`config.mk`:
```
export PLATFORM = sky130hd
export DESIGN_NAME = biquad_cascade_lowpass_flat
export DESIGN_NICKNAME = d
export VERILOG_FILES = /design/src/sv/bqc_pkg.sv /design/src/sv/bqc_in_if.sv /design/src/sv/bqc_out_if.sv /design/src/sv/bqc_cfg_if.sv /design/src/sv/bqc_ctrl.sv /design/src/sv/bqc_datapath.sv /design/src/sv/biquad_cascade_lowpass.sv /design/src/flat_wrapper.sv
export SDC_FILE = /design/constraint.sdc
export NUM_CORES = 2
export LEC_CHECK = 0
export BUFFER_PORTS_ARGS = -buffer_cell sky130_fd_sc_hd__buf_4
export CAP_MARGIN = 20
export CORE_MARGIN = 3
export CORE_UTILIZATION = 41
export CTS_CLUSTER_SIZE = 20
export DETAILED_ROUTE_END_ITERATION = 6
export PLACE_DENSITY = 0.69
export SYNTH_ARGS = -nofsm -noshare
export SYNTH_HDL_FRONTEND = slang
export SYNTH_SLANG_ARGS = --single-unit
export TNS_END_PERCENT = 100
```
`constraint.sdc`:
```
create_clock -name clk -period 8.6 [get_ports clk]
set_clock_uncertainty 0.15 [all_clocks]
set_input_delay 0.86 -clock clk [delete_from_list [all_inputs] [get_ports clk]]
set_output_delay 0.86 -clock clk [all_outputs]
set_load 0.01 [all_outputs]
```
`src/sv/bqc_pkg.sv`:
```
// ----------------------------------------------------------------------------
// bqc_pkg: shared definitions for the biquad cascade lowpass filter
// Holds field widths, register indexes and the controller/datapath structs.
// ----------------------------------------------------------------------------
package bqc_pkg;

  localparam int SAMPLE_W  = 16;  // width of the sample ports
  localparam int COEF_W    = 18;  // Q2.16 coefficient register width
  localparam int CFG_IDX_W = 3;   // configuration register index width
  localparam int CNT_W     = 2;   // width of the active section count
  localparam int SEC_IDX_W = 1;   // section index, enough for two sections

  localparam int DEF_SECTIONS       = 2;
  localparam int DEF_COEF_FRAC_BITS = 16;
  localparam int DEF_SAMPLE_BITS    = 16;

  typedef enum logic [CFG_IDX_W-1:0] {
    REG_ACTIVE = 3'd0,
    REG_GAIN_1 = 3'd1,
    REG_FB1_1  = 3'd2,
    REG_FB2_1  = 3'd3,
    REG_GAIN_2 = 3'd4,
    REG_FB1_2  = 3'd5,
    REG_FB2_2  = 3'd6
  } cfg_reg_t;

  typedef enum logic [1:0] {
    MUL_GAIN = 2'd0,
    MUL_FB1  = 2'd1,
    MUL_FB2  = 2'd2
  } mul_sel_t;

  typedef struct packed {
    logic                 load;
    mul_sel_t             mul_sel;
    logic                 round;
    logic                 upd_z0;
    logic                 upd_z1;
    logic                 out_load;
    logic [SEC_IDX_W-1:0] sec;
  } bqc_cmd_t;

  typedef struct packed {
    logic [CNT_W-1:0] n_active;
    logic             out_free;
  } bqc_status_t;

endpackage

```
`src/sv/bqc_in_if.sv`:
```
// ----------------------------------------------------------------------------
// bqc_in_if: sample input channel
// Valid/ready channel carrying one input sample and its flags.
// ----------------------------------------------------------------------------
interface bqc_in_if
  import bqc_pkg::*;
();
  logic                       valid;
  logic                       ready;
  logic signed [SAMPLE_W-1:0] sample_in;
  logic                       clear_state;
  logic                       last_in;

  modport source (output valid, output sample_in, output clear_state, output last_in,
                  input ready);
  modport sink   (input valid, input sample_in, input clear_state, input last_in,
                  output ready);
endinterface

```
`src/sv/bqc_out_if.sv`:
```
// ----------------------------------------------------------------------------
// bqc_out_if: filtered sample output channel
// Valid/ready channel carrying one filtered sample and its record flag.
// ----------------------------------------------------------------------------
interface bqc_out_if
  import bqc_pkg::*;
();
  logic                       valid;
  logic                       ready;
  logic signed [SAMPLE_W-1:0] sample_out;
  logic                       last_out;

  modport source (output valid, output sample_out, output last_out, input ready);
  modport sink   (input valid, input sample_out, input last_out, output ready);
endinterface

```
`src/sv/bqc_cfg_if.sv`:
```
// ----------------------------------------------------------------------------
// bqc_cfg_if: configuration write channel
// Valid/ready channel carrying a register index and write data.
// ----------------------------------------------------------------------------
interface bqc_cfg_if
  import bqc_pkg::*;
();
  logic                 valid;
  logic                 ready;
  logic [CFG_IDX_W-1:0] index;
  logic [COEF_W-1:0]    data;

  modport source (output valid, output index, output data, input ready);
  modport sink   (input valid, input index, input data, output ready);
endinterface

```
`src/sv/bqc_ctrl.sv`:
```
// ----------------------------------------------------------------------------
// bqc_ctrl: sequencing controller
// Steps the shared multiplier through gain, rounding and feedback per section.
// ----------------------------------------------------------------------------
module bqc_ctrl
  import bqc_pkg::*;
(
  input  logic        clk,
  input  logic        rst_n,
  input  logic        in_valid,
  output logic        in_ready,
  input  bqc_status_t status,
  output bqc_cmd_t    cmd
);

  typedef enum logic [6:0] {
    S_IDLE   = 7'b0000001,
    S_MUL_B  = 7'b0000010,
    S_ROUND  = 7'b0000100,
    S_MUL_A1 = 7'b0001000,
    S_UPD_Z0 = 7'b0010000,
    S_UPD_Z1 = 7'b0100000,
    S_OUT    = 7'b1000000
  } state_t;

  state_t               state_r, state_nxt;
  logic [SEC_IDX_W-1:0] sec_r, sec_nxt;
  logic                 last_sec;

  assign last_sec = (CNT_W'(sec_r) + CNT_W'(1)) == status.n_active;
  assign in_ready = (state_r == S_IDLE);

  always_comb begin
    state_nxt    = state_r;
    sec_nxt      = sec_r;
    cmd          = '0;
    cmd.mul_sel  = MUL_GAIN;
    cmd.sec      = sec_r;
    case (state_r)
      S_IDLE: begin
        if (in_valid) begin
          cmd.load  = 1'b1;
          sec_nxt   = '0;
          state_nxt = (status.n_active == '0) ? S_OUT : S_MUL_B;
        end
      end
      S_MUL_B: begin
        cmd.mul_sel = MUL_GAIN;
        state_nxt   = S_ROUND;
      end
      S_ROUND: begin
        cmd.round = 1'b1;
        state_nxt = S_MUL_A1;
      end
      S_MUL_A1: begin
        cmd.mul_sel = MUL_FB1;
        state_nxt   = S_UPD_Z0;
      end
      S_UPD_Z0: begin
        cmd.upd_z0  = 1'b1;
        cmd.mul_sel = MUL_FB2;
        state_nxt   = S_UPD_Z1;
      end
      S_UPD_Z1: begin
        cmd.upd_z1 = 1'b1;
        if (last_sec) begin
          state_nxt = S_OUT;
        end else begin
          sec_nxt   = sec_r + SEC_IDX_W'(1);
          state_nxt = S_MUL_B;
        end
      end
      S_OUT: begin
        if (status.out_free) begin
          cmd.out_load = 1'b1;
          state_nxt    = S_IDLE;
        end
      end
      default: begin
        state_nxt = S_IDLE;
      end
    endcase
  end

  always_ff @(posedge clk) begin
    if (!rst_n) begin
      state_r <= S_IDLE;
      sec_r   <= '0;
    end else begin
      state_r <= state_nxt;
      sec_r   <= sec_nxt;
    end
  end

  // The output register is only written when its previous item has gone.
  a_out_free: assert property (@(posedge clk) disable iff (!rst_n)
    cmd.out_load |-> status.out_free)
    else $error("output register overwritten");

  // Passthrough skips the datapath sequence entirely.
  a_passthrough: assert property (@(posedge clk) disable iff (!rst_n)
    (state_r == S_IDLE && in_valid && status.n_active == '0) |=> (state_r == S_OUT))
    else $error("passthrough did not go straight to output");

  // The section index stays below the active count while sections run.
  a_sec_range: assert property (@(posedge clk) disable iff (!rst_n)
    (state_r == S_MUL_B || state_r == S_ROUND || state_r == S_MUL_A1 ||
     state_r == S_UPD_Z0 || state_r == S_UPD_Z1)
    |-> (CNT_W'(sec_r) < status.n_active))
    else $error("section index beyond active count");

  // Once the result is placed, the controller is ready for the next item.
  a_return_idle: assert property (@(posedge clk) disable iff (!rst_n)
    cmd.out_load |=> in_ready)
    else $error("controller did not return to idle after output");

endmodule

```
`src/sv/bqc_datapath.sv`:
```
// ----------------------------------------------------------------------------
// bqc_datapath: biquad arithmetic, delay and coefficient storage
// One shared multiplier, rounding/saturation, delay update and output register.
// ----------------------------------------------------------------------------
module bqc_datapath
  import bqc_pkg::*;
#(
  parameter int SECTIONS       = DEF_SECTIONS,
  parameter int COEF_FRAC_BITS = DEF_COEF_FRAC_BITS,
  parameter int SAMPLE_BITS    = DEF_SAMPLE_BITS
) (
  input  logic                       clk,
  input  logic                       rst_n,
  input  bqc_cmd_t                   cmd,
  output bqc_status_t                status,
  input  logic signed [SAMPLE_W-1:0] in_sample,
  input  logic                       in_clear,
  input  logic                       in_last,
  output logic                       out_valid,
  input  logic                       out_ready,
  output logic signed [SAMPLE_W-1:0] out_sample,
  output logic                       out_last,
  input  logic                       cfg_valid,
  output logic                       cfg_ready,
  input  logic [CFG_IDX_W-1:0]       cfg_index,
  input  logic [COEF_W-1:0]          cfg_data
);

  localparam int XW    = (SAMPLE_BITS > SAMPLE_W) ? SAMPLE_BITS : SAMPLE_W;
  localparam int PW    = COEF_W + XW;
  localparam int ACC_W = PW + 2;
  localparam int SUM_W = PW + 3;
  localparam logic signed [ACC_W-1:0] RND = ACC_W'(1) << (COEF_FRAC_BITS - 1);

  // Configuration registers.
  logic [CNT_W-1:0]         act_r;
  logic signed [COEF_W-1:0] gain_r [SECTIONS];
  logic signed [COEF_W-1:0] fb1_r  [SECTIONS];
  logic signed [COEF_W-1:0] fb2_r  [SECTIONS];

  // Delay line, two words per section.
  logic signed [31:0] z0_r [SECTIONS];
  logic signed [31:0] z1_r [SECTIONS];

  logic signed [XW-1:0]       x_r, y_r, y_nxt, mul_op;
  logic signed [COEF_W-1:0]   mul_coef;
  logic signed [PW-1:0]       prod_r, prod_nxt, bx_r;
  logic signed [ACC_W-1:0]    acc, shf;
  logic signed [SAMPLE_BITS-1:0] y_sat;
  logic signed [SUM_W-1:0]    s0, s1;
  logic                       last_r;
  logic                       out_valid_r;
  logic signed [SAMPLE_W-1:0] out_sample_r, out_nxt;
  logic                       out_last_r;

  function automatic logic signed [31:0] sat_z(input logic signed [SUM_W-1:0] v);
    logic fits;
    fits = (&v[SUM_W-1:31]) | ~(|v[SUM_W-1:31]);
    if (fits) begin
      sat_z = v[31:0];
    end else begin
      sat_z = {v[SUM_W-1], {31{~v[SUM_W-1]}}};
    end
  endfunction

  // Shared multiplier operand selection.
  always_comb begin
    case (cmd.mul_sel)
      MUL_GAIN: begin
        mul_coef = gain_r[cmd.sec];
        mul_op   = x_r;
      end
      MUL_FB1: begin
        mul_coef = fb1_r[cmd.sec];
        mul_op   = y_r;
      end
      MUL_FB2: begin
        mul_coef = fb2_r[cmd.sec];
        mul_op   = y_r;
      end
      default: begin
        mul_coef = gain_r[cmd.sec];
        mul_op   = x_r;
      end
    endcase
  end

  assign prod_nxt = mul_coef * mul_op;

  // Section output: round half up, floor shift, saturate to SAMPLE_BITS.
  always_comb begin
    acc = ACC_W'(prod_r) + ACC_W'(z0_r[cmd.sec]) + RND;
    shf = acc >>> COEF_FRAC_BITS;
    if ((&shf[ACC_W-1:SAMPLE_BITS-1]) | ~(|shf[ACC_W-1:SAMPLE_BITS-1])) begin
      y_sat = shf[SAMPLE_BITS-1:0];
    end else begin
      y_sat = {shf[ACC_W-1], {(SAMPLE_BITS-1){~shf[ACC_W-1]}}};
    end
    y_nxt = XW'(y_sat);
  end

  assign s0 = (SUM_W'(bx_r) <<< 1) - SUM_W'(prod_r) + SUM_W'(z1_r[cmd.sec]);
  assign s1 = SUM_W'(bx_r) - SUM_W'(prod_r);

  // Final saturation to the port width.
  always_comb begin
    if ((&x_r[XW-1:SAMPLE_W-1]) | ~(|x_r[XW-1:SAMPLE_W-1])) begin
      out_nxt = x_r[SAMPLE_W-1:0];
    end else begin
      out_nxt = {x_r[XW-1], {(SAMPLE_W-1){~x_r[XW-1]}}};
    end
  end

  always_ff @(posedge clk) begin
    prod_r <= prod_nxt;
    if (cmd.load) begin
      x_r    <= XW'(in_sample);
      last_r <= in_last;
    end
    if (cmd.round) begin
      bx_r <= prod_r;
      y_r  <= y_nxt;
    end
    if (cmd.upd_z1) begin
      x_r <= y_r;
    end
    if (cmd.out_load) begin
      out_sample_r <= out_nxt;
      out_last_r   <= last_r;
    end
  end

  always_ff @(posedge clk) begin
    if (!rst_n) begin
      for (int i = 0; i < SECTIONS; i++) begin
        z0_r[i] <= '0;
        z1_r[i] <= '0;
      end
    end else if (cmd.load && in_clear) begin
      for (int i = 0; i < SECTIONS; i++) begin
        z0_r[i] <= '0;
        z1_r[i] <= '0;
      end
    end else begin
      if (cmd.upd_z0) begin
        z0_r[cmd.sec] <= sat_z(s0);
      end
      if (cmd.upd_z1) begin
        z1_r[cmd.sec] <= sat_z(s1);
      end
    end
  end

  // Configuration writes; indexes beyond the list are ignored.
  always_ff @(posedge clk) begin
    if (!rst_n) begin
      act_r <= '0;
      for (int i = 0; i < SECTIONS; i++) begin
        gain_r[i] <= '0;
        fb1_r[i]  <= '0;
        fb2_r[i]  <= '0;
      end
    end else if (cfg_valid) begin
      case (cfg_reg_t'(cfg_index))
        REG_ACTIVE: act_r <= cfg_data[CNT_W-1:0];
        REG_GAIN_1: gain_r[0] <= cfg_data;
        REG_FB1_1:  fb1_r[0]  <= cfg_data;
        REG_FB2_1:  fb2_r[0]  <= cfg_data;
        REG_GAIN_2: begin
          if (SECTIONS > 1) gain_r[SECTIONS-1] <= cfg_data;
        end
        REG_FB1_2: begin
          if (SECTIONS > 1) fb1_r[SECTIONS-1] <= cfg_data;
        end
        REG_FB2_2: begin
          if (SECTIONS > 1) fb2_r[SECTIONS-1] <= cfg_data;
        end
        default: begin
        end
      endcase
    end
  end

  always_ff @(posedge clk) begin
    if (!rst_n) begin
      out_valid_r <= 1'b0;
    end else if (cmd.out_load) begin
      out_valid_r <= 1'b1;
    end else if (out_ready) begin
      out_valid_r <= 1'b0;
    end
  end

  assign cfg_ready       = 1'b1;
  assign out_valid       = out_valid_r;
  assign out_sample      = out_sample_r;
  assign out_last        = out_last_r;
  assign status.out_free = !out_valid_r || out_ready;
  assign status.n_active = (act_r > CNT_W'(SECTIONS)) ? CNT_W'(SECTIONS) : act_r;

endmodule

```
`src/sv/biquad_cascade_lowpass.sv`:
```
// ----------------------------------------------------------------------------
// biquad_cascade_lowpass: cascaded second-order IIR lowpass filter
// Up to two transposed direct form II sections on a shared multiplier.
// ----------------------------------------------------------------------------
// Each input item is one signed 16-bit sample; each produces exactly one
// output item. The block takes an item only when its controller is idle and
// then runs it through each active section in turn before the result sits
// in the output register; with no active section it goes straight there.
// Each section uses the single shared multiplier, which forms the gain
// product, then the two feedback products, with a rounding and saturation
// step between, and then updates that section's two delay words.
// The next item is accepted on the cycle after the result is placed, even
// while that result still waits to be taken downstream; a held output only
// stretches the final step of the following item.
// The numerator is fixed to the lowpass form (b1 = 2*b0, b2 = b0), so each
// section takes a gain and two feedback coefficients in Q2.COEF_FRAC_BITS.
// Setting clear_state zeroes every delay word before that sample is used.
// Configuration writes are always ready and should only be made while no
// item is in flight.
module biquad_cascade_lowpass
  import bqc_pkg::*;
#(
  parameter int SECTIONS       = DEF_SECTIONS,
  parameter int COEF_FRAC_BITS = DEF_COEF_FRAC_BITS,
  parameter int SAMPLE_BITS    = DEF_SAMPLE_BITS
) (
  input  logic      clk,
  input  logic      rst_n,
  bqc_in_if.sink    in_s,
  bqc_out_if.source out_s,
  bqc_cfg_if.sink   cfg_s
);

  // Command and status between the controller and the datapath.
  bqc_cmd_t    cmd;
  bqc_status_t status;
  logic        ctrl_in_ready;

  bqc_ctrl u_ctrl (
    .clk      (clk),
    .rst_n    (rst_n),
    .in_valid (in_s.valid),
    .in_ready (ctrl_in_ready),
    .status   (status),
    .cmd      (cmd)
  );

  bqc_datapath #(
    .SECTIONS       (SECTIONS),
    .COEF_FRAC_BITS (COEF_FRAC_BITS),
    .SAMPLE_BITS    (SAMPLE_BITS)
  ) u_datapath (
    .clk        (clk),
    .rst_n      (rst_n),
    .cmd        (cmd),
    .status     (status),
    .in_sample  (in_s.sample_in),
    .in_clear   (in_s.clear_state),
    .in_last    (in_s.last_in),
    .out_valid  (out_s.valid),
    .out_ready  (out_s.ready),
    .out_sample (out_s.sample_out),
    .out_last   (out_s.last_out),
    .cfg_valid  (cfg_s.valid),
    .cfg_ready  (cfg_s.ready),
    .cfg_index  (cfg_s.index),
    .cfg_data   (cfg_s.data)
  );

  // The controller alone decides when a new item is taken.
  assign in_s.ready = ctrl_in_ready;

endmodule
```
`src/flat_wrapper.sv`:
```
// flat-port wrapper written by rule: the top's interface ports become plain ports
module biquad_cascade_lowpass_flat import bqc_pkg::*;
#(
  parameter int SECTIONS       = DEF_SECTIONS,
  parameter int COEF_FRAC_BITS = DEF_COEF_FRAC_BITS,
  parameter int SAMPLE_BITS    = DEF_SAMPLE_BITS
)
  (clk, rst_n, in_s_valid, in_s_sample_in, in_s_clear_state, in_s_last_in, in_s_ready, out_s_valid, out_s_sample_out, out_s_last_out, out_s_ready, cfg_s_valid, cfg_s_index, cfg_s_data, cfg_s_ready);
  bqc_in_if in_s_i ();
  bqc_out_if out_s_i ();
  bqc_cfg_if cfg_s_i ();
  input  logic clk;
  input  logic rst_n;
  input wire logic [$bits(in_s_i.valid)-1:0] in_s_valid;
  input wire logic [$bits(in_s_i.sample_in)-1:0] in_s_sample_in;
  input wire logic [$bits(in_s_i.clear_state)-1:0] in_s_clear_state;
  input wire logic [$bits(in_s_i.last_in)-1:0] in_s_last_in;
  output wire logic [$bits(in_s_i.ready)-1:0] in_s_ready;
  output wire logic [$bits(out_s_i.valid)-1:0] out_s_valid;
  output wire logic [$bits(out_s_i.sample_out)-1:0] out_s_sample_out;
  output wire logic [$bits(out_s_i.last_out)-1:0] out_s_last_out;
  input wire logic [$bits(out_s_i.ready)-1:0] out_s_ready;
  input wire logic [$bits(cfg_s_i.valid)-1:0] cfg_s_valid;
  input wire logic [$bits(cfg_s_i.index)-1:0] cfg_s_index;
  input wire logic [$bits(cfg_s_i.data)-1:0] cfg_s_data;
  output wire logic [$bits(cfg_s_i.ready)-1:0] cfg_s_ready;
  assign in_s_i.valid = in_s_valid;
  assign in_s_i.sample_in = in_s_sample_in;
  assign in_s_i.clear_state = in_s_clear_state;
  assign in_s_i.last_in = in_s_last_in;
  assign in_s_ready = in_s_i.ready;
  assign out_s_valid = out_s_i.valid;
  assign out_s_sample_out = out_s_i.sample_out;
  assign out_s_last_out = out_s_i.last_out;
  assign out_s_i.ready = out_s_ready;
  assign cfg_s_i.valid = cfg_s_valid;
  assign cfg_s_i.index = cfg_s_index;
  assign cfg_s_i.data = cfg_s_data;
  assign cfg_s_ready = cfg_s_i.ready;
  biquad_cascade_lowpass #(.SECTIONS(SECTIONS), .COEF_FRAC_BITS(COEF_FRAC_BITS), .SAMPLE_BITS(SAMPLE_BITS)) u_core (.clk(clk), .rst_n(rst_n), .in_s(in_s_i), .out_s(out_s_i), .cfg_s(cfg_s_i));
endmodule
```
==> results.yml <==
sta:
  postLayoutSetupSlackWorst_ns: 0.2391
  post-route-min-period_ns: 8.361
  max_freq_mhz: 119.6
  min_period_over_period: 0.9722
  fin_tns_setup_ns: 0
  worst_slew_pin_slew_ns: 1.095
  slew_violations: 0
  setup_viol: 0
  max_slew_margin: 0.2673
  hold_viol: 0
cts:
  cts_tree: "built"
  clk-insertion-delay-late_ns: 0.58
  postCtsHoldBufs: 0
  cts_max_level: 2
  cts_buffers: 42
  cts_buffer_depth: 3
  root_buffer: "clkbuf_16"
  clk_pin_slew_worst_paths_ns: 0.06
  clock-sinks: 366
synthesis:
  syn_area_per_cell_um2: 10.03
  synthArstFlopShare: 0
  ys_seq_area_frac: 0.3281
  yosysWarnings: 0
  ys_ff_latch: 366
  synthesis.area_mm2: 0.03209
  synth_fp_nets: 3793
  synth_cells: 3201
  synth_edf_count: 320
  synth_ff_type: "edfxtp_1"
  synth_cell_type_count: 84
placement:
  dp_hpwl_um: 66540
  place_ws_ns: -0.1247
  gp_congestion: 0.9675
  numPortBuffers: 62
  dp.cells: 4284
hold_path:
  hp-class: "reg2reg"
  hold_depth: 0
  hold_end: "u_core.u_datapath.out_last"
  hp-start: "u_core.u_datapath.last_r"
grt:
  top_usage_layer: "met2"
  met3_usage: 0.03745
  grt_pass1_vias: 23990
  grt_use_met2: 0.3432
  grt_usage: 0.2100
  gr-usage-met1: 0.2813
  grt_max_degree: 63
  antenna_found_initial: 2
  grt-ovfl-total: 0
  grt_first_pass_wirelength_um: 134500
detailed_routing:
  dr.pass1.iters: 5
  ant_nets: 0
  num_vias: 23780
  via_per_inst: 5.424
  wl_um: 85820
  drc: 0
  drtIter0Drc: 1908
  routedWlPerCell_um: 19.57
layout:
  n_fill_cell: 7100
  layout_commonest_cell: "inv_1"
  layout-drive-gt1-share: 0.1058
  final_cell_mix: "inv_1 (504), nand2_1 (328), fa_1 (325)"
  syn_to_final_growth_pct: 12.97
  final_cells: 4384
  diodes: 0
  fin_nets: 3913
  area.sequential_mm2: 0.01053
  multiInputGateArea_mm2: 0.01954
die:
  dieArea_mm2: 0.08166
  start_util: 0.4184
  die_width_um: 285.8
  coreArea_mm2: 0.07671
  die_h_um: 285.8
  ioPinCount: 64
  num_rows: 101
flow_run:
  maxCapViolCount: 0
critical_path:
  rrSetupSlack_ns: 0.24
  crit_required_ns: 8.93
  cp-end-kind: "flop"
  arrival_ns: 8.70
  r2r_cells: 27
  worstReg2RegStart: "u_core.u_ctrl.state_r[0]"
  r2r_end: "u_core.u_datapath.prod_r[31]"
  critPathMaxFanout: 15
  start_kind: "flop"
  critPathKind: "reg2reg"
outcome:
  status: "complete, no violations"
[sequential cells by signal, summed over array words and instances, names as in the netlist, 2 cells and up, named ones only]
name	cells
u_core.u_datapath.out_nxt	16
u_core.u_datapath.bx_r	34
u_core.u_ctrl.state_r	7
u_core.u_datapath.z0_r	64
u_core.u_datapath.prod_r	34
u_core.u_datapath.act_r	2
u_core.u_datapath.z1_r	64
u_core.u_datapath.out_sample	16
u_core.u_datapath.fb2_r	36
u_core.u_datapath.y_r	16
u_core.u_datapath.gain_r	36
u_core.u_datapath.fb1_r	36
[area by class of cell]
class | count | area share
Tap cell | 1030 | 0.03555
Clock inverter | 22 | 0.006005
Clock buffer | 55 | 0.03179
Inverter | 506 | 0.05239
Sequential cell | 366 | 0.2906
Multi-Input combinational cell | 2223 | 0.5390
Timing Repair Buffer | 182 | 0.04470
[per-layer routing]
layer,vias to the layer above,wire [um]
met5,-,0
met3,145,6665
met4,0,3087
met2,895,39580
li1,11070,-
met1,11670,36480
[Yosys cell counts (17+ instances only)]
cell type  instances  area [um2]
a211oi_1          24       180.2
a21o_1            76       570.6
a21oi_1          224        1121
a22o_1            17       148.9
and2_1            64       400.4
and3_1            19       118.9
clkbuf_1          82       307.8
dfxtp_1           46       920.9
edfxtp_1         320        9609
fa_1             326        6526
ha_1             222        2778
inv_1            505        1896
mux2_2            33       371.6
mux2i_1           63       630.6
nand2_1          330        1239
nand2b_1          26       162.7
nand3_1           22       110.1
nand4_1           17       106.4
nor2_1           257       964.7
nor2b_1           17       106.4
nor3_1            31       155.2
o211ai_1          25       187.7
o21a_1            29       217.7
o21ai_0           67       335.3
o21bai_1          21       157.7
o22ai_1           24       150.1
xnor2_1           70       613.1
xor2_1            32       280.3
[stage by stage]
step,area [um2],utilization,hold slack (ns)
2_1_floorplan,32090,-,0.2503
3_3_place_gp,34310,0.4473,0.2534
3_5_place_dp,34360,0.4479,0.2636
4_1_cts,35750,0.4660,0.2784
5_1_grt,36250,0.4726,0.2808
6_report,36250,0.4726,0.2737
[timing repair]
item,in CTS,in global routing
pin swaps,0,8
setup endpoints to repair,4,11
setup buffers,0,18
gates cloned,0,4
gates resized for setup,4,43
[cell families (layout without fill, tap and decap cells)]
group           Yosys count  in the layout  share of synthesized area
xor+xnor                102            102                    0.02784
buf+inv                 613            765                    0.07381
flops                   366            366                     0.3281
other cells               1              1                  0.0001169
simple gates            846            847                     0.1197
fa+ha+maj               548            548                     0.2899
compound gates          629            629                     0.1293
mux                      96             96                    0.03123
[critical path, stage by stage (launching register included)]
cell and delay [ns]:
dfxtp_1 0.31, or4_4 0.57, or4b_1 0.55, nand2_1 0.13, buf_12 0.18, buf_4 0.25
mux2i_4 0.33, buf_4 0.17, buf_4 0.20, nor2_1 0.10, fa_1 0.58, fa_1 0.44
fa_1 0.51, fa_1 0.43, fa_1 0.49, inv_1 0.07, fa_1 0.52, inv_1 0.05
ha_1 0.35, and3_1 0.23, nand2_1 0.06, nor3_1 0.16, buf_4 0.15, o31a_1 0.21
o31ai_4 0.11, a21oi_2 0.21, or4b_2 0.60, o211ai_1 0.11
[worst max-delay path by stage]
stage	from	slack [ns]	depth (start not counted)	end
6_report	u_core.u_ctrl.state_r[0]	0.24	27	u_core.u_datapath.prod_r[31]
5_1_grt	u_core.u_ctrl.state_r[1]	-0.03	31	u_core.u_datapath.prod_r[33]
4_1_cts	u_core.u_ctrl.state_r[0]	0.006	27	u_core.u_datapath.prod_r[31]
3_5_place_dp	u_core.u_ctrl.state_r[0]	-0.12	29	u_core.u_datapath.prod_r[33]
3_3_place_gp	u_core.u_ctrl.state_r[0]	0.03	29	u_core.u_datapath.prod_r[33]
2_1_floorplan	u_core.u_ctrl.state_r[1]	0.18	30	u_core.u_datapath.prod_r[33]
Power is not shown: default switching activity piles up to over one toggle a cycle in this logic, so the estimate is an artifact.
